### src/ipt_pkg.sv
`timescale 1ns / 1ps
// ----------------------------------------------------------------------------
// ipt_pkg
// Types and constants of the IR pulse train transmitter.
// ----------------------------------------------------------------------------
package ipt_pkg;

   localparam int TABLE_DEPTH_DEFAULT   = 32;
   localparam int DURATION_BITS_DEFAULT = 16;

   localparam int KIND_BITS            = 2;
   localparam int ENTRY_INDEX_BITS     = 5;
   localparam int RAW_DURATION_BITS    = 14;

   localparam int SEQUENCE_LENGTH_BITS = 6;
   localparam int REPEAT_COUNT_BITS    = 4;
   localparam int HALF_PERIOD_BITS     = 8;
   localparam int TICKS_PER_UNIT_BITS  = 8;

   localparam int CSR_INDEX_BITS       = 2;
   localparam int CSR_DATA_BITS        = 8;

   // duration scaling: q = (operand * recip) >> RECIP_SHIFT
   localparam int OPERAND_BITS = RAW_DURATION_BITS + 1;
   localparam int RECIP_BITS   = 22;
   localparam int RECIP_SHIFT  = 20;
   localparam int PROD_BITS    = OPERAND_BITS + RECIP_BITS;
   localparam int QUOT_BITS    = PROD_BITS - RECIP_SHIFT;
   // 2.7 and 2/19 in 2^-20 units, rounded up
   localparam logic [RECIP_BITS-1:0] MARK_RECIP  = 22'd2831156;
   localparam logic [RECIP_BITS-1:0] SPACE_RECIP = 22'd110377;

   typedef enum logic [KIND_BITS-1:0] {
      KIND_TICK  = 2'd0,
      KIND_START = 2'd1,
      KIND_WRITE = 2'd2
   } kind_type;

   typedef enum logic [CSR_INDEX_BITS-1:0] {
      CSR_SEQUENCE_LENGTH     = 2'd0,
      CSR_REPEAT_COUNT        = 2'd1,
      CSR_CARRIER_HALF_PERIOD = 2'd2,
      CSR_TICKS_PER_UNIT      = 2'd3
   } csr_index_type;

   typedef struct packed {
      logic [SEQUENCE_LENGTH_BITS-1:0] sequence_length;
      logic [REPEAT_COUNT_BITS-1:0]    repeat_count;
      logic [HALF_PERIOD_BITS-1:0]     carrier_half_period;
      logic [TICKS_PER_UNIT_BITS-1:0]  ticks_per_unit;
   } cfg_type;

   localparam cfg_type CFG_RESET = '{
      sequence_length:     6'd24,
      repeat_count:        4'd5,
      carrier_half_period: 8'd14,
      ticks_per_unit:      8'd10
   };

   typedef struct packed {
      logic led_on;
      logic busy_res;
      logic done_res;
   } result_type;

endpackage

### src/ipt_if.sv
`timescale 1ns / 1ps
// ----------------------------------------------------------------------------
// ipt_req_if / ipt_rsp_if
// Valid/ready channels for request words and response words.
// ----------------------------------------------------------------------------
interface ipt_req_if import ipt_pkg::*; ();
   logic                         valid;
   logic                         ready;
   logic [KIND_BITS-1:0]         kind;
   logic [ENTRY_INDEX_BITS-1:0]  entry_index;
   logic [RAW_DURATION_BITS-1:0] raw_duration;

   modport source (output valid, output kind, output entry_index, output raw_duration,
                   input ready);
   modport sink   (input valid, input kind, input entry_index, input raw_duration,
                   output ready);
endinterface

interface ipt_rsp_if ();
   logic valid;
   logic ready;
   logic led_on;
   logic busy_res;
   logic done_res;

   modport source (output valid, output led_on, output busy_res, output done_res,
                   input ready);
   modport sink   (input valid, input led_on, input busy_res, input done_res,
                   output ready);
endinterface

### src/ipt_scaler.sv
`timescale 1ns / 1ps
// ----------------------------------------------------------------------------
// ipt_scaler
// Scales a raw table write: marks by 2.7 of (raw+1), spaces by 2/19 of raw.
// ----------------------------------------------------------------------------
module ipt_scaler import ipt_pkg::*; #(
   parameter int DURATION_BITS = DURATION_BITS_DEFAULT
) (
   input  logic [RAW_DURATION_BITS-1:0] raw_duration,
   input  logic                         is_space,
   output logic [DURATION_BITS-1:0]     duration,
   output logic                         duration_zero
);

   localparam int WIDE_BITS = (DURATION_BITS > QUOT_BITS) ? DURATION_BITS : QUOT_BITS;

   logic [OPERAND_BITS-1:0] operand;
   logic [RECIP_BITS-1:0]   recip;
   logic [PROD_BITS-1:0]    product;
   logic [QUOT_BITS-1:0]    quotient;
   logic [WIDE_BITS-1:0]    quot_wide;
   logic [WIDE_BITS-1:0]    dur_max_wide;

   assign operand  = is_space ? OPERAND_BITS'(raw_duration)
                              : OPERAND_BITS'(raw_duration) + OPERAND_BITS'(1);
   assign recip    = is_space ? SPACE_RECIP : MARK_RECIP;
   assign product  = PROD_BITS'(operand) * PROD_BITS'(recip);
   assign quotient = product[PROD_BITS-1:RECIP_SHIFT];

   assign quot_wide    = WIDE_BITS'(quotient);
   assign dur_max_wide = WIDE_BITS'({DURATION_BITS{1'b1}});
   assign duration     = (quot_wide > dur_max_wide) ? {DURATION_BITS{1'b1}}
                                                    : DURATION_BITS'(quot_wide);
   assign duration_zero = (quotient == '0);

endmodule

### src/ipt_player.sv
`timescale 1ns / 1ps
// ----------------------------------------------------------------------------
// ipt_player
// Duration table memory and the burst sequencer that plays it.
// ----------------------------------------------------------------------------
module ipt_player import ipt_pkg::*; #(
   parameter int TABLE_DEPTH   = TABLE_DEPTH_DEFAULT,
   parameter int DURATION_BITS = DURATION_BITS_DEFAULT
) (
   input  logic                        clock,
   input  logic                        reset,
   input  cfg_type                     cfg,
   input  logic                        item_accept,
   input  logic [KIND_BITS-1:0]        item_kind,
   input  logic [ENTRY_INDEX_BITS-1:0] item_index,
   input  logic [DURATION_BITS-1:0]    item_duration,
   input  logic                        item_duration_zero,
   output result_type                  result
);

   localparam int ADDR_BITS = (TABLE_DEPTH > 1) ? $clog2(TABLE_DEPTH) : 1;
   localparam int LEN_CAP   = (TABLE_DEPTH / 2) * 2;
   localparam int CMP_BITS  = ((ADDR_BITS > SEQUENCE_LENGTH_BITS) ? ADDR_BITS
                                                                  : SEQUENCE_LENGTH_BITS) + 2;

   logic [DURATION_BITS-1:0] dur_mem_ff [TABLE_DEPTH];
   logic [DURATION_BITS-1:0] rdata_ff;
   logic [TABLE_DEPTH-1:0]   zero_ff;

   logic                         playing_ff, playing_in;
   logic [ADDR_BITS-1:0]         pos_ff, pos_in;
   logic [REPEAT_COUNT_BITS-1:0] reps_ff, reps_in;
   logic [DURATION_BITS-1:0]     units_ff, units_in;
   logic [TICKS_PER_UNIT_BITS-1:0] presc_ff, presc_in;
   logic [HALF_PERIOD_BITS-1:0]  cc_ff, cc_in;
   logic                         level_ff, level_in;
   logic                         pend_ff, pend_in;

   logic                         rd_en;
   logic [ADDR_BITS-1:0]         rd_addr;
   logic                         mem_we;
   logic                         index_ok;
   logic [ADDR_BITS-1:0]         wr_addr;

   logic [SEQUENCE_LENGTH_BITS-1:0] seq_even;
   logic [SEQUENCE_LENGTH_BITS-1:0] play_len;
   logic [HALF_PERIOD_BITS-1:0]     half;
   logic [TICKS_PER_UNIT_BITS-1:0]  tpu;
   logic                            start_ok;
   logic                            drive;
   logic                            is_mark;

   logic [DURATION_BITS-1:0]       units_cur;
   logic [HALF_PERIOD_BITS:0]      cc_inc;
   logic                           cc_wrap;
   logic [HALF_PERIOD_BITS-1:0]    cc_tick;
   logic                           level_tick;
   logic [TICKS_PER_UNIT_BITS:0]   presc_inc;
   logic                           presc_wrap;
   logic [TICKS_PER_UNIT_BITS-1:0] presc_tick;
   logic [DURATION_BITS-1:0]       units_tick;

   logic [CMP_BITS-1:0]          n1, n2, len_cmp;
   logic                         n1_zero;
   logic                         adv_wrap;
   logic [ADDR_BITS-1:0]         adv_pos;
   logic [REPEAT_COUNT_BITS-1:0] reps_next;
   logic                         burst_end;

   assign seq_even = {cfg.sequence_length[SEQUENCE_LENGTH_BITS-1:1], 1'b0};
   assign play_len = (int'(seq_even) > LEN_CAP) ? SEQUENCE_LENGTH_BITS'(LEN_CAP) : seq_even;
   assign half     = (cfg.carrier_half_period == '0) ? HALF_PERIOD_BITS'(1)
                                                     : cfg.carrier_half_period;
   assign tpu      = (cfg.ticks_per_unit == '0) ? TICKS_PER_UNIT_BITS'(1)
                                                : cfg.ticks_per_unit;
   assign start_ok = !playing_ff && (play_len >= SEQUENCE_LENGTH_BITS'(2))
                     && (cfg.repeat_count != '0);
   assign is_mark  = ~pos_ff[0];
   assign drive    = playing_ff & is_mark & level_ff;

   assign index_ok = int'(item_index) < TABLE_DEPTH;
   assign wr_addr  = ADDR_BITS'(item_index);

   // element loaded last cycle arrives from the read register
   assign units_cur = pend_ff ? rdata_ff : units_ff;

   // carrier and unit prescaler for one tick
   assign cc_inc     = {1'b0, cc_ff} + (HALF_PERIOD_BITS + 1)'(1);
   assign cc_wrap    = cc_inc >= {1'b0, half};
   assign cc_tick    = !is_mark ? cc_ff : (cc_wrap ? '0 : cc_inc[HALF_PERIOD_BITS-1:0]);
   assign level_tick = (is_mark && cc_wrap) ? ~level_ff : level_ff;
   assign presc_inc  = {1'b0, presc_ff} + (TICKS_PER_UNIT_BITS + 1)'(1);
   assign presc_wrap = presc_inc >= {1'b0, tpu};
   assign presc_tick = presc_wrap ? '0 : presc_inc[TICKS_PER_UNIT_BITS-1:0];
   assign units_tick = (presc_wrap && units_cur != '0) ? units_cur - DURATION_BITS'(1)
                                                      : units_cur;

   // next element; marks are never empty, so at most one empty space is skipped
   assign n1      = CMP_BITS'(pos_ff) + CMP_BITS'(1);
   assign n2      = CMP_BITS'(pos_ff) + CMP_BITS'(2);
   assign len_cmp = CMP_BITS'(play_len);
   assign n1_zero = n1[0] && zero_ff[ADDR_BITS'(n1)];

   always_comb begin
      adv_wrap = 1'b0;
      adv_pos  = '0;
      if (n1 < len_cmp) begin
         if (n1_zero) begin
            if (n2 < len_cmp) begin
               adv_pos = ADDR_BITS'(n2);
            end else begin
               adv_wrap = 1'b1;
            end
         end else begin
            adv_pos = ADDR_BITS'(n1);
         end
      end else begin
         adv_wrap = 1'b1;
      end
   end

   assign reps_next = reps_ff + REPEAT_COUNT_BITS'(1);
   assign burst_end = adv_wrap && ((reps_next >= cfg.repeat_count) || (reps_next == '0));

   always_comb begin
      playing_in = playing_ff;
      pos_in     = pos_ff;
      reps_in    = reps_ff;
      units_in   = units_cur;
      presc_in   = presc_ff;
      cc_in      = cc_ff;
      level_in   = level_ff;
      pend_in    = 1'b0;
      rd_en      = 1'b0;
      rd_addr    = pos_ff;
      mem_we     = 1'b0;
      result.led_on   = drive;
      result.busy_res = playing_ff;
      result.done_res = 1'b0;
      if (item_accept) begin
         unique case (item_kind)
            KIND_TICK: begin
               if (playing_ff) begin
                  if (units_tick == '0) begin
                     if (adv_wrap) begin
                        reps_in = reps_next;
                     end
                     if (burst_end) begin
                        playing_in = 1'b0;
                        pos_in     = '0;
                        units_in   = '0;
                        presc_in   = '0;
                        cc_in      = '0;
                        level_in   = 1'b0;
                        result.done_res = 1'b1;
                     end else begin
                        pos_in   = adv_pos;
                        presc_in = '0;
                        cc_in    = '0;
                        level_in = ~adv_pos[0];
                        rd_en    = 1'b1;
                        rd_addr  = adv_pos;
                        pend_in  = 1'b1;
                     end
                  end else begin
                     units_in = units_tick;
                     presc_in = presc_tick;
                     cc_in    = cc_tick;
                     level_in = level_tick;
                  end
               end
            end
            KIND_START: begin
               if (start_ok) begin
                  playing_in = 1'b1;
                  pos_in     = '0;
                  reps_in    = '0;
                  presc_in   = '0;
                  cc_in      = '0;
                  level_in   = 1'b1;
                  rd_en      = 1'b1;
                  rd_addr    = '0;
                  pend_in    = 1'b1;
                  result.led_on   = 1'b1;
                  result.busy_res = 1'b1;
               end
            end
            KIND_WRITE: begin
               mem_we = index_ok;
            end
            default: begin
            end
         endcase
      end
   end

   always_ff @(posedge clock) begin
      if (reset) begin
         playing_ff <= 1'b0;
         pos_ff     <= '0;
         reps_ff    <= '0;
         units_ff   <= '0;
         presc_ff   <= '0;
         cc_ff      <= '0;
         level_ff   <= 1'b0;
         pend_ff    <= 1'b0;
         zero_ff    <= '0;
      end else begin
         playing_ff <= playing_in;
         pos_ff     <= pos_in;
         reps_ff    <= reps_in;
         units_ff   <= units_in;
         presc_ff   <= presc_in;
         cc_ff      <= cc_in;
         level_ff   <= level_in;
         pend_ff    <= pend_in;
         if (mem_we) begin
            zero_ff[wr_addr] <= item_duration_zero;
         end
      end
   end

   always_ff @(posedge clock) begin
      if (mem_we) begin
         dur_mem_ff[wr_addr] <= item_duration;
      end
      if (rd_en) begin
         rdata_ff <= dur_mem_ff[rd_addr];
      end
   end

endmodule

### src/ipt_rsp_buf.sv
`timescale 1ns / 1ps
// ----------------------------------------------------------------------------
// ipt_rsp_buf
// Two-word response buffer between the sequencer and the response channel.
// ----------------------------------------------------------------------------
module ipt_rsp_buf import ipt_pkg::*; (
   input  logic       clock,
   input  logic       reset,
   input  logic       push,
   input  result_type push_word,
   input  logic       pop_ready,
   output logic       can_push,
   output logic       out_valid,
   output result_type out_word
);

   result_type slot_ff [2];
   logic       rd_ptr_ff, rd_ptr_in;
   logic       wr_ptr_ff, wr_ptr_in;
   logic [1:0] count_ff, count_in;
   logic       pop;

   assign can_push  = (count_ff != 2'd2);
   assign out_valid = (count_ff != 2'd0);
   assign out_word  = slot_ff[rd_ptr_ff];
   assign pop       = out_valid && pop_ready;

   always_comb begin
      rd_ptr_in = pop  ? ~rd_ptr_ff : rd_ptr_ff;
      wr_ptr_in = push ? ~wr_ptr_ff : wr_ptr_ff;
      count_in  = count_ff + 2'(push) - 2'(pop);
   end

   always_ff @(posedge clock) begin
      if (reset) begin
         rd_ptr_ff <= 1'b0;
         wr_ptr_ff <= 1'b0;
         count_ff  <= 2'd0;
      end else begin
         rd_ptr_ff <= rd_ptr_in;
         wr_ptr_ff <= wr_ptr_in;
         count_ff  <= count_in;
      end
   end

   always_ff @(posedge clock) begin
      if (push) begin
         slot_ff[wr_ptr_ff] <= push_word;
      end
   end

endmodule

### src/ir_pulse_train_transmitter_core.sv
`timescale 1ns / 1ps
// ----------------------------------------------------------------------------
// ir_pulse_train_transmitter_core
// Plays a stored IR code as carrier-modulated marks and unlit spaces.
// ----------------------------------------------------------------------------
// Takes one request word per clock cycle when ready and returns one response
// word per request, registered, from the cycle after acceptance. Ticks, starts
// and table writes may follow each other back to back: the duration table is
// a single-port-write, single-port-read memory, and the entry of the next mark
// or space is read in the cycle that ends the current one, its data taking
// over the unit counter in the following cycle. Empty spaces are skipped
// within the same tick. A two-word response buffer keeps requests flowing
// for one word while the response side stalls. The table needs no clearing
// after reset; entries must be written before they are played. Registers
// are to be written by the user through the csr port while the block is idle.
module ir_pulse_train_transmitter_core import ipt_pkg::*; #(
   parameter int TABLE_DEPTH   = TABLE_DEPTH_DEFAULT,
   parameter int DURATION_BITS = DURATION_BITS_DEFAULT
) (
   input  logic                      clock,
   input  logic                      reset,
   ipt_req_if.sink                   req,
   ipt_rsp_if.source                 rsp,
   input  logic                      csr_write_enable,
   input  logic [CSR_INDEX_BITS-1:0] csr_index,
   input  logic [CSR_DATA_BITS-1:0]  csr_write_data
);

   cfg_type                  cfg_ff, cfg_in;
   logic                     req_accept;
   logic                     can_push;
   logic [DURATION_BITS-1:0] scaled_duration;
   logic                     scaled_zero;
   result_type               result;
   result_type               out_word;

   always_comb begin
      cfg_in = cfg_ff;
      if (csr_write_enable) begin
         unique case (csr_index)
            CSR_SEQUENCE_LENGTH:
               cfg_in.sequence_length = csr_write_data[SEQUENCE_LENGTH_BITS-1:0];
            CSR_REPEAT_COUNT:
               cfg_in.repeat_count = csr_write_data[REPEAT_COUNT_BITS-1:0];
            CSR_CARRIER_HALF_PERIOD:
               cfg_in.carrier_half_period = csr_write_data[HALF_PERIOD_BITS-1:0];
            CSR_TICKS_PER_UNIT:
               cfg_in.ticks_per_unit = csr_write_data[TICKS_PER_UNIT_BITS-1:0];
         endcase
      end
   end

   always_ff @(posedge clock) begin
      if (reset) begin
         cfg_ff <= CFG_RESET;
      end else begin
         cfg_ff <= cfg_in;
      end
   end

   assign req.ready  = can_push;
   assign req_accept = req.valid && can_push;

   ipt_scaler #(
      .DURATION_BITS (DURATION_BITS)
   ) u_scaler (
      .raw_duration  (req.raw_duration),
      .is_space      (req.entry_index[0]),
      .duration      (scaled_duration),
      .duration_zero (scaled_zero)
   );

   ipt_player #(
      .TABLE_DEPTH   (TABLE_DEPTH),
      .DURATION_BITS (DURATION_BITS)
   ) u_player (
      .clock              (clock),
      .reset              (reset),
      .cfg                (cfg_ff),
      .item_accept        (req_accept),
      .item_kind          (req.kind),
      .item_index         (req.entry_index),
      .item_duration      (scaled_duration),
      .item_duration_zero (scaled_zero),
      .result             (result)
   );

   ipt_rsp_buf u_rsp_buf (
      .clock     (clock),
      .reset     (reset),
      .push      (req_accept),
      .push_word (result),
      .pop_ready (rsp.ready),
      .can_push  (can_push),
      .out_valid (rsp.valid),
      .out_word  (out_word)
   );

   assign rsp.led_on   = out_word.led_on;
   assign rsp.busy_res = out_word.busy_res;
   assign rsp.done_res = out_word.done_res;

endmodule

### src/flat_wrapper.sv
// flat-port wrapper written by rule: the top's interface ports become plain ports
module ir_pulse_train_transmitter_core_flat import ipt_pkg::*;
#(
   parameter int TABLE_DEPTH   = TABLE_DEPTH_DEFAULT,
   parameter int DURATION_BITS = DURATION_BITS_DEFAULT
)
  (clock, reset, csr_write_enable, csr_index, csr_write_data, req_valid, req_kind, req_entry_index, req_raw_duration, req_ready, rsp_valid, rsp_led_on, rsp_busy_res, rsp_done_res, rsp_ready);
  ipt_req_if req_i ();
  ipt_rsp_if rsp_i ();
  input  logic clock;
  input  logic reset;
  input  logic csr_write_enable;
  input  logic [CSR_INDEX_BITS-1:0] csr_index;
  input  logic [CSR_DATA_BITS-1:0] csr_write_data;
  input wire logic [$bits(req_i.valid)-1:0] req_valid;
  input wire logic [$bits(req_i.kind)-1:0] req_kind;
  input wire logic [$bits(req_i.entry_index)-1:0] req_entry_index;
  input wire logic [$bits(req_i.raw_duration)-1:0] req_raw_duration;
  output wire logic [$bits(req_i.ready)-1:0] req_ready;
  output wire logic [$bits(rsp_i.valid)-1:0] rsp_valid;
  output wire logic [$bits(rsp_i.led_on)-1:0] rsp_led_on;
  output wire logic [$bits(rsp_i.busy_res)-1:0] rsp_busy_res;
  output wire logic [$bits(rsp_i.done_res)-1:0] rsp_done_res;
  input wire logic [$bits(rsp_i.ready)-1:0] rsp_ready;
  assign req_i.valid = req_valid;
  assign req_i.kind = req_kind;
  assign req_i.entry_index = req_entry_index;
  assign req_i.raw_duration = req_raw_duration;
  assign req_ready = req_i.ready;
  assign rsp_valid = rsp_i.valid;
  assign rsp_led_on = rsp_i.led_on;
  assign rsp_busy_res = rsp_i.busy_res;
  assign rsp_done_res = rsp_i.done_res;
  assign rsp_i.ready = rsp_ready;
  ir_pulse_train_transmitter_core #(.TABLE_DEPTH(TABLE_DEPTH), .DURATION_BITS(DURATION_BITS)) u_core (.clock(clock), .reset(reset), .req(req_i), .rsp(rsp_i), .csr_write_enable(csr_write_enable), .csr_index(csr_index), .csr_write_data(csr_write_data));
endmodule
### config.mk
export PLATFORM = sky130hd
export DESIGN_NAME = ir_pulse_train_transmitter_core_flat
export DESIGN_NICKNAME = d
export VERILOG_FILES = /design/src/ipt_pkg.sv /design/src/ipt_if.sv /design/src/ipt_scaler.sv /design/src/ipt_player.sv /design/src/ipt_rsp_buf.sv /design/src/ir_pulse_train_transmitter_core.sv /design/src/flat_wrapper.sv
export SDC_FILE = /design/constraint.sdc
export NUM_CORES = 1
export LEC_CHECK = 0
export ABC_AREA = 1
export BUFFER_PORTS_ARGS = -buffer_cell sky130_fd_sc_hd__buf_2
export CELL_PAD_IN_SITES_DETAIL_PLACEMENT = 1
export CELL_PAD_IN_SITES_GLOBAL_PLACEMENT = 1
export CORE_MARGIN = 1
export CORE_UTILIZATION = 55
export CTS_CLUSTER_SIZE = 10
export DETAILED_ROUTE_END_ITERATION = 8
export PLACE_DENSITY = 0.87
export SETUP_SLACK_MARGIN = 0.3
export SYNTH_ARGS = -nofsm -noshare
export SYNTH_HDL_FRONTEND = slang
export SYNTH_SLANG_ARGS = --single-unit
### constraint.sdc
create_clock -name clock -period 11.2 [get_ports clock]
set_input_delay 0.56 -clock clock [delete_from_list [all_inputs] [get_ports clock]]
set_output_delay 0.56 -clock clock [all_outputs]
set_load 0.05 [all_outputs]
==> metrics.md, run 1 <==
| Metric | Value |
|---|---|
| Root buffer cell | clkbuf_16 |
| Clock skew | 0.0343 ns |
| Mean Syn Cell Area | ~9.8 µm² |
| Worst slew margin | under 10% |
| Endpoints failing setup | 0 |
| Number of global-route vias before repair | about 31,000 |
| Post-route DRC | 0 |
| Largest net degree at the start of global routing | roughly 210 |
| Power per cell area | 362 nW/µm² |
| Yosys warnings | 0 |
| Max Freq | between 100 and 150 MHz |
| CP max stage cell | nand3_1 |
| Final hold violation count | 0 |
| CP Capture Type | flop |
| Synth-to-layout area growth | 8.73% |
| Max_cap viols | 0 |
| Worst VDD drop | 0.537 mV |
| CTS Buf Count | 75 |
| Placer Congestion | 0.945 |
| Synthesized instance count | 3,662 |
| Critical Path Source Type | input port |
| Status | finished clean |
| Final worst-path cycle share | about 83% |
| Fillers | approximately 7,000 |
| Total Routed Length | 125,000 µm |
| Deepest clock path buffer count | 3 |
| Clk pin slew, worst setup/hold paths | approximately 0.060 ns |
| H-tree depth | 3 |
| Die Area | 66,100 µm² |
| CORE AREA | ~64,000 µm² |
| Number of synthesized flops with an enable pin | 534 |
| FFs w/ async S/R, synth | 0% |
| IO Port Bufs | 40 |
| Chip Height | 257 µm |
| Worst path max stage delay | 0.98 ns |
| Sequential fraction of the synthesis area | 50.7% |
| Initial core utilization | a little under three fifths |
| Hold crit path type | in2reg |
| Antenna cells | 0 |
| GRT Total Usage | 37.6% |
| Top FF cell, synth | edfxtp_1 |
| Share of layout cells above drive strength 1 | 5.92% |
| Setup Buffers After CTS | 0 |
| Final Critical Period | 9.26 ns |
| Initial antenna violation count | 3 |
| Synth cell types | 52 |
| I/O Pins | between 40 and 50 |
| Commonest cells after routing, fill and taps aside | nand3_1, nand2_1, edfxtp_1 |
| Clock Sinks | 640 |
| Final net count | 4,001 |
| Worst skew pair latency | 0.62 ns |
| Congestion Overflow GR | 0 |
| Final Instance Count excl. Fillers | 4,519 |
| Commonest non-fill, non-tap cell in the layout | nand3_1 |
| CTS tree | yes |
| RSZ-0062 raised after global routing | no |
| Max Slew Vio Count | 0 |
| Syn Std Cell Area | 35,800 µm² |
| Crit path top cell by count | inv_1 |
| Post-CTS Resized | 0 |
| Slew at the pin closest to its max-slew limit | 1.41 ns |
| Vias per cell | 6.50 |
| WP data arrival | slightly above 9 ns |
| Post-DP HPWL | 74,000 µm |
| DR WL/cell | between 20 and 30 µm |
| Die W | roughly 260 µm |
| First-pass GRT wire length | 188,000 µm |
| Critical path peak fanout | 32 |
| Drt initial violations | 3,760 |
| Pre-antenna DRT Iters | 6 |
| Leak | 16.2 nW |
| Synthesized flop and latch total | 640 |
| Inst Count DP | 4,408 |
| Worst Setup Path Type | in2reg |
| Critical Path RT | 11.15 ns |
| Hold-fix buffers, CTS | 0 |
| TNS Setup | 0 ns |
| Final ANT Viol Nets | 0 |
| Placement Rows | 93 |
| Via count | 29,400 |
-- per-stage QoR --
stage | hold WS (ns) | total power (W) | setup WS, ns | cell area, µm² | utilization (%)
2_1_floorplan | 0.426 | 0.00989 | 3.49 | 35800 | -
3_3_place_gp | 0.435 | 0.0112 | 2.45 | 36700 | 57.1
3_5_place_dp | 0.447 | 0.0116 | 1.80 | 36700 | 57.1
4_1_cts | 0.244 | 0.0140 | 2.23 | 38900 | 60.5
5_1_grt | 0.253 | 0.0144 | 1.44 | 38900 | 60.5
6_report | 0.246 | 0.0141 | 1.94 | 38900 | 60.5
-- sequential cells by signal (all words and copies together) (netlist names), named ones only --
name / flops
u_core.u_player.dur_mem_ff: 512
u_core.u_player.zero_ff: 32
u_core.cfg_ff: 25
u_core.u_player.rdata_ff: 16
u_core.u_player.units_ff: 16
u_core.u_player.cc_ff: 8
u_core.u_player.presc_ff: 8
u_core.u_rsp_buf.slot_ff: 6
u_core.u_player.pos_ff: 5
u_core.u_player.reps_ff: 4
u_core.u_rsp_buf.count_ff: 2
u_core.u_player.level_ff: 1
u_core.u_player.pend_ff: 1
u_core.u_player.playing_ff: 1
u_core.u_rsp_buf.rd_ptr_ff: 1
u_core.u_rsp_buf.wr_ptr_ff: 1
-- worst max-delay path: cells and delay by family --
kind                       cells  cell delay (ns)
AOI/OAI and AO/OA              5             1.02
xor gates and xnor gates       2             0.57
adders and majority gates      7             3.07
buffers and inverters          9             1.04
and+or+nand+nor               14             2.92
-- worst paths after layout --
| kind | from | endpoint | slack (ns) | depth (start not counted) |
|---|---|---|---|---|
| worst max register to register | u_core.u_player.presc_ff[0] | u_core.u_player.rdata_ff[0] | 4.09 | 28 |
| worst min register to register | u_core.cfg_ff[0] | u_core.cfg_ff[0] | 0.46 | 2 |
| worst max-delay path | req_entry_index[0] | u_core.u_player.dur_mem_ff[5][8] | 1.94 | 37 |
| worst min-delay path | csr_write_data[0] | u_core.cfg_ff[16] | 0.25 | 3 |
-- routing by layer --
metal,wire [µm],vias up,GRT usage [%]
met4,6930,4,19.6
met1,45100,14500,46.1
met5,27,-,0
li1,-,12400,-
met3,12400,539,8.10
met2,60500,1977,62.5
-- cell type report --
cell class	instances	area, µm²	area share [%]
flip-flops and latches	640	18200	46.6
repair buffers	61	370	0.951
multi-input cells	2395	15400	39.6
inverters	457	1720	4.41
well taps	855	1070	2.75
clock buffers	102	2010	5.16
clock inverters	9	193	0.495
-- synthesized netlist by cell type (all sizes together) (4+ instances only) --
| master | number | area, µm² |
|---|---|---|
| a31oi | 6 | 37.5 |
| nand4 | 29 | 196 |
| o21ai | 134 | 686 |
| a21oi | 148 | 756 |
| buf | 110 | 608 |
| nor2 | 191 | 744 |
| fa | 153 | 3060 |
| inv | 456 | 1710 |
| clkbuf | 68 | 255 |
| o21bai | 4 | 30.0 |
| o211ai | 14 | 105 |
| edfxtp | 534 | 16000 |
| dfxtp | 106 | 2120 |
| xor2 | 34 | 298 |
| nor4 | 4 | 25.0 |
| xnor2 | 7 | 61.3 |
| nand3 | 802 | 4020 |
| nor3 | 22 | 110 |
| ha | 182 | 2280 |
| o21a | 5 | 37.5 |
| a211oi | 9 | 67.6 |
| nand2 | 611 | 2320 |
| nand3b | 6 | 45.0 |
-- power by group --
group / internal (W) / switching (W) / total (W) / leakage (nW)
logic: 0.00139 / 0.00521 / 0.00660 / 9.52
registers: 0.00515 / 0.0000331 / 0.00518 / 5.64
clock network: 0.00128 / 0.00102 / 0.00230 / 1.05
total: 0.00781 / 0.00627 / 0.0141 / 16.2
-- kinds of logic after synthesis --
group                      share of synthesized area [%]
adders and majority gates                           14.9
muxes                                             0.0943
AOI/OAI and AO/OA                                   5.12
other                                             0.0210
DFF                                                 50.7
xor gates and xnor gates                            1.00
and+or+nand+nor                                     20.9
buffers and inverters                               7.20
Note: power is estimated with default switching activity, not from simulation.
==> inputs of run 2 (changes only) <==
--- a/config.mk
+++ b/config.mk
@@ -5,15 +5,15 @@
 export SDC_FILE = /design/constraint.sdc
 export NUM_CORES = 1
 export LEC_CHECK = 0
-export ABC_AREA = 1
+export ABC_AREA = 0
 export BUFFER_PORTS_ARGS = -buffer_cell sky130_fd_sc_hd__buf_2
 export CELL_PAD_IN_SITES_DETAIL_PLACEMENT = 1
 export CELL_PAD_IN_SITES_GLOBAL_PLACEMENT = 1
 export CORE_MARGIN = 1
-export CORE_UTILIZATION = 55
+export CORE_UTILIZATION = 53
 export CTS_CLUSTER_SIZE = 10
 export DETAILED_ROUTE_END_ITERATION = 8
-export PLACE_DENSITY = 0.87
+export PLACE_DENSITY = 0.82
 export SETUP_SLACK_MARGIN = 0.3
 export SYNTH_ARGS = -nofsm -noshare
 export SYNTH_HDL_FRONTEND = slang
==> constraint.sdc (replaced) <==
create_clock -name clock -period 8.55 [get_ports clock]
set_input_delay 0.4275 -clock clock [delete_from_list [all_inputs] [get_ports clock]]
set_output_delay 0.4275 -clock clock [all_outputs]
set_load 0.05 [all_outputs]
==> metrics.md, run 2 <==
| Metric | Value |
|---|---|
| Status | finished clean |
| Post-Synth XOR/XNOR Area | 1.59% |
| Initial core utilization | 53.6% |
| Max_cap viols | 0 |
| Drt initial violations | approximately 2,300 |
| Clock skew | 0.0232 ns |
| CORE AREA | 64,500 µm² |
| Top cells by area, synth | edfxtp_1, fa_1, mux2i_1 |
| Flop pwr share | 37.5% |
| Critical Path Source Type | input port |
| Synthesized instance count | 2,803 |
| Biggest registers after layout | u_core.u_player.dur_mem_ff (512), u_core.u_player.zero_ff (32), u_core.cfg_ff (25) |
| Simple-Gate Fraction of Synth Area | 9.06% |
| FFs w/ async S/R, synth | 0% |
| Commonest cells post-synth | edfxtp_1, inv_1, mux2i_1 |
| Commonest non-fill, non-tap cell in the layout | edfxtp_1 |
| Largest family of logic cells by synthesized area | adder cells |
| Vias per cell | roughly 6.3 |
| Hold-fix buffers, CTS | 0 |
| CTS Buf Count | 75 |
| Largest net degree at the start of global routing | 108 |
| Top reg by flops | u_core.u_player.dur_mem_ff |
| Clk pin slew, worst setup/hold paths | roughly 0.060 ns |
| GRT Total Usage | 33.1% |
| Hold crit path type | in2reg |
| Post-synth top area cell | edfxtp_1 |
| Critical path peak fanout | 32 |
| WP data arrival | approximately 8.5 ns |
| Number of synthesized flops with an enable pin | ~530 |
| Via count | 24,000 |
| DR WL/cell | 28.5 µm |
| Post-DP HPWL | roughly 71,000 µm |
| Deepest clock path buffer count | 3 |
| Worst skew pair latency | 0.63 ns |
| Congestion Overflow GR | 0 |
| Mean Syn Cell Area | 12.3 µm² |
| Cell family with most CP delay | adder cells |
| Die Area | 66,200 µm² |
| Chip Height | 257 µm |
| Setup Slack @ Placement | -0.485 ns |
| Top cell type's share of synthesized area | 46.4% |
| Number of global-route vias before repair | between 20,000 and 30,000 |
| Worst VDD drop | 0.800 mV |
| Power per cell area | 480 nW/µm² |
| Final ANT Viol Nets | 0 |
| Tot Pwr | 0.0186 W |
| RSZ-0062 raised after global routing | no |
| Initial antenna violation count | 7 |
| Internal power component | around 0.011 W |
| Sw frac | 38.5% |
| Combinational power share | a little under half |
| Final hold slack | 0.0604 ns |
| Worst slew margin | 8.88% |
| I/O Pins | 41 |
| Clock network power share | 15.9% |
| Yosys warnings | 0 |
| H-tree depth | 3 |
| Clock Sinks | 640 |
| R2R Setup Slk | 1.31 ns |
| Synthesized flop and latch total | 640 |
| Psw | 0.00715 W |
| Share of layout cells above drive strength 1 | 11.4% |
| Synth cell types | 86 |
| CP max stage cell | fa_1 |
| Crit path top cell by count | inv_1 |
| Die W | roughly 260 µm |
| IO Port Bufs | 40 |
| Max FFs per register | 512 |
| Top FF cell, synth | edfxtp_1 |
| Buf+Inv Stages, Crit Path | 10 |
| Final hold violation count | 0 |
| Final worst-path cycle share | around 93% |
| Slew at the pin closest to its max-slew limit | 1.37 ns |
| Root buffer cell | clkbuf_16 |
| Synth-to-layout area growth | 11.9% |
| Leak | approximately 17 nW |
| Most frequent cell after synthesis | edfxtp_1 |
| Worst Setup Path Type | in2reg |
| Compound-gate portion of the synthesized area | roughly 7.3% |
| Max Freq | roughly 130 MHz |
| Inst Count DP | 3,705 |
| CTS tree | yes |
| Critical Path RT | 9.09 ns |
| Fin worst setup slack | 0.570 ns |
| CP Capture Type | flop |
| Post-Synth Adder-Cell Area | 15.4% |
| Placer Congestion | a little over 0.9 |
| Total Routed Length | 109,000 µm |
| Final Instance Count excl. Fillers | around 3,800 |
| Endpoints failing setup | 0 |
| Commonest cells after routing, fill and taps aside | edfxtp_1, inv_1, mux2i_1 |
| Placement Rows | 93 |
| TNS Setup | 0 ns |
| Sequential fraction of the synthesis area | 52.5% |
| Post-route DRC | 0 |
| Final net count | around 3,300 |
| Multiplexer share of the synthesized area | 8.95% |
| First-pass GRT wire length | 162,000 µm |
| Pre-antenna DRT Iters | 6 |
| Final Critical Period | 7.98 ns |
| Max Slew Vio Count | 0 |
| Worst path max stage delay | 0.58 ns |
| Syn Std Cell Area | 34,600 µm² |
[run 2: layout make-up]
class	count	area, µm²
diodes	3	7.51
repair buffers	151	1210
clock inverters	7	138
inverters	337	1260
well taps	855	1070
multi-input cells	1723	14800
fillers	6423	25800
flip-flops and latches	640	18200
clock buffers	100	2030
[run 2: power by group through the flow]
stage          Sequential [W]  Clock (W)  Combinational, W
2_1_floorplan         0.00704          0           0.00407
3_3_place_gp          0.00702          0           0.00762
3_5_place_dp          0.00703          0           0.00827
4_1_cts               0.00697    0.00297           0.00847
5_1_grt               0.00697    0.00306           0.00924
6_report              0.00697    0.00296           0.00866
[run 2: worst register-to-register path: cells and delay by family (launching register included)]
family          cells  cell delay (ns)
compound gates      9             2.76
xor+xnor            1             0.17
fa+ha+maj           2             0.61
buf+inv             2             1.09
flops               1             0.40
mux                 1             0.42
simple gates        5             1.51
[run 2: final timing paths]
kind                               startpoint                          end  cells after the start
setup / recovery           req_entry_index[0]  u_core.u_player.zero_ff[21]                     35
hold / removal              csr_write_data[4]            u_core.cfg_ff[24]                      2
setup reg to reg  u_core.u_player.presc_ff[0]  u_core.u_player.rdata_ff[1]                     20
hold reg to reg              u_core.cfg_ff[7]             u_core.cfg_ff[7]                      2
[run 2: cell families after synthesis]
logic type | Yosys count
fa+ha+maj | 335
simple gates | 647
xor+xnor | 62
other cells | 2
flops | 640
mux | 294
compound gates | 375
buf+inv | 448
[run 2: routing by layer]
metal / track usage, % / wire length (µm) / vias to the layer above
met1: 41.0 / 41300 / 12200
met4: 16.1 / 5590 / 2
li1: - / - / 10200
met2: 55.9 / 53000 / 1211
met3: 6.06 / 8760 / 346
met5: 0 / 53 / -
[run 2: what timing repair did]
item                                    4_1_cts  5_1_grt
endpoints found under the setup margin      512      512
pin swaps                                     1        5
setup buffers                                 0        1
gates resized for setup                       9       16
[run 2: through the flow]
stage | utilization [%] | instance area, µm²
floorplan | - | 34600
global placement | 56.5 | 36400
detailed placement | 56.5 | 36400
CTS | 59.9 | 38600
global route | 60.0 | 38700
finish | 60.0 | 38700
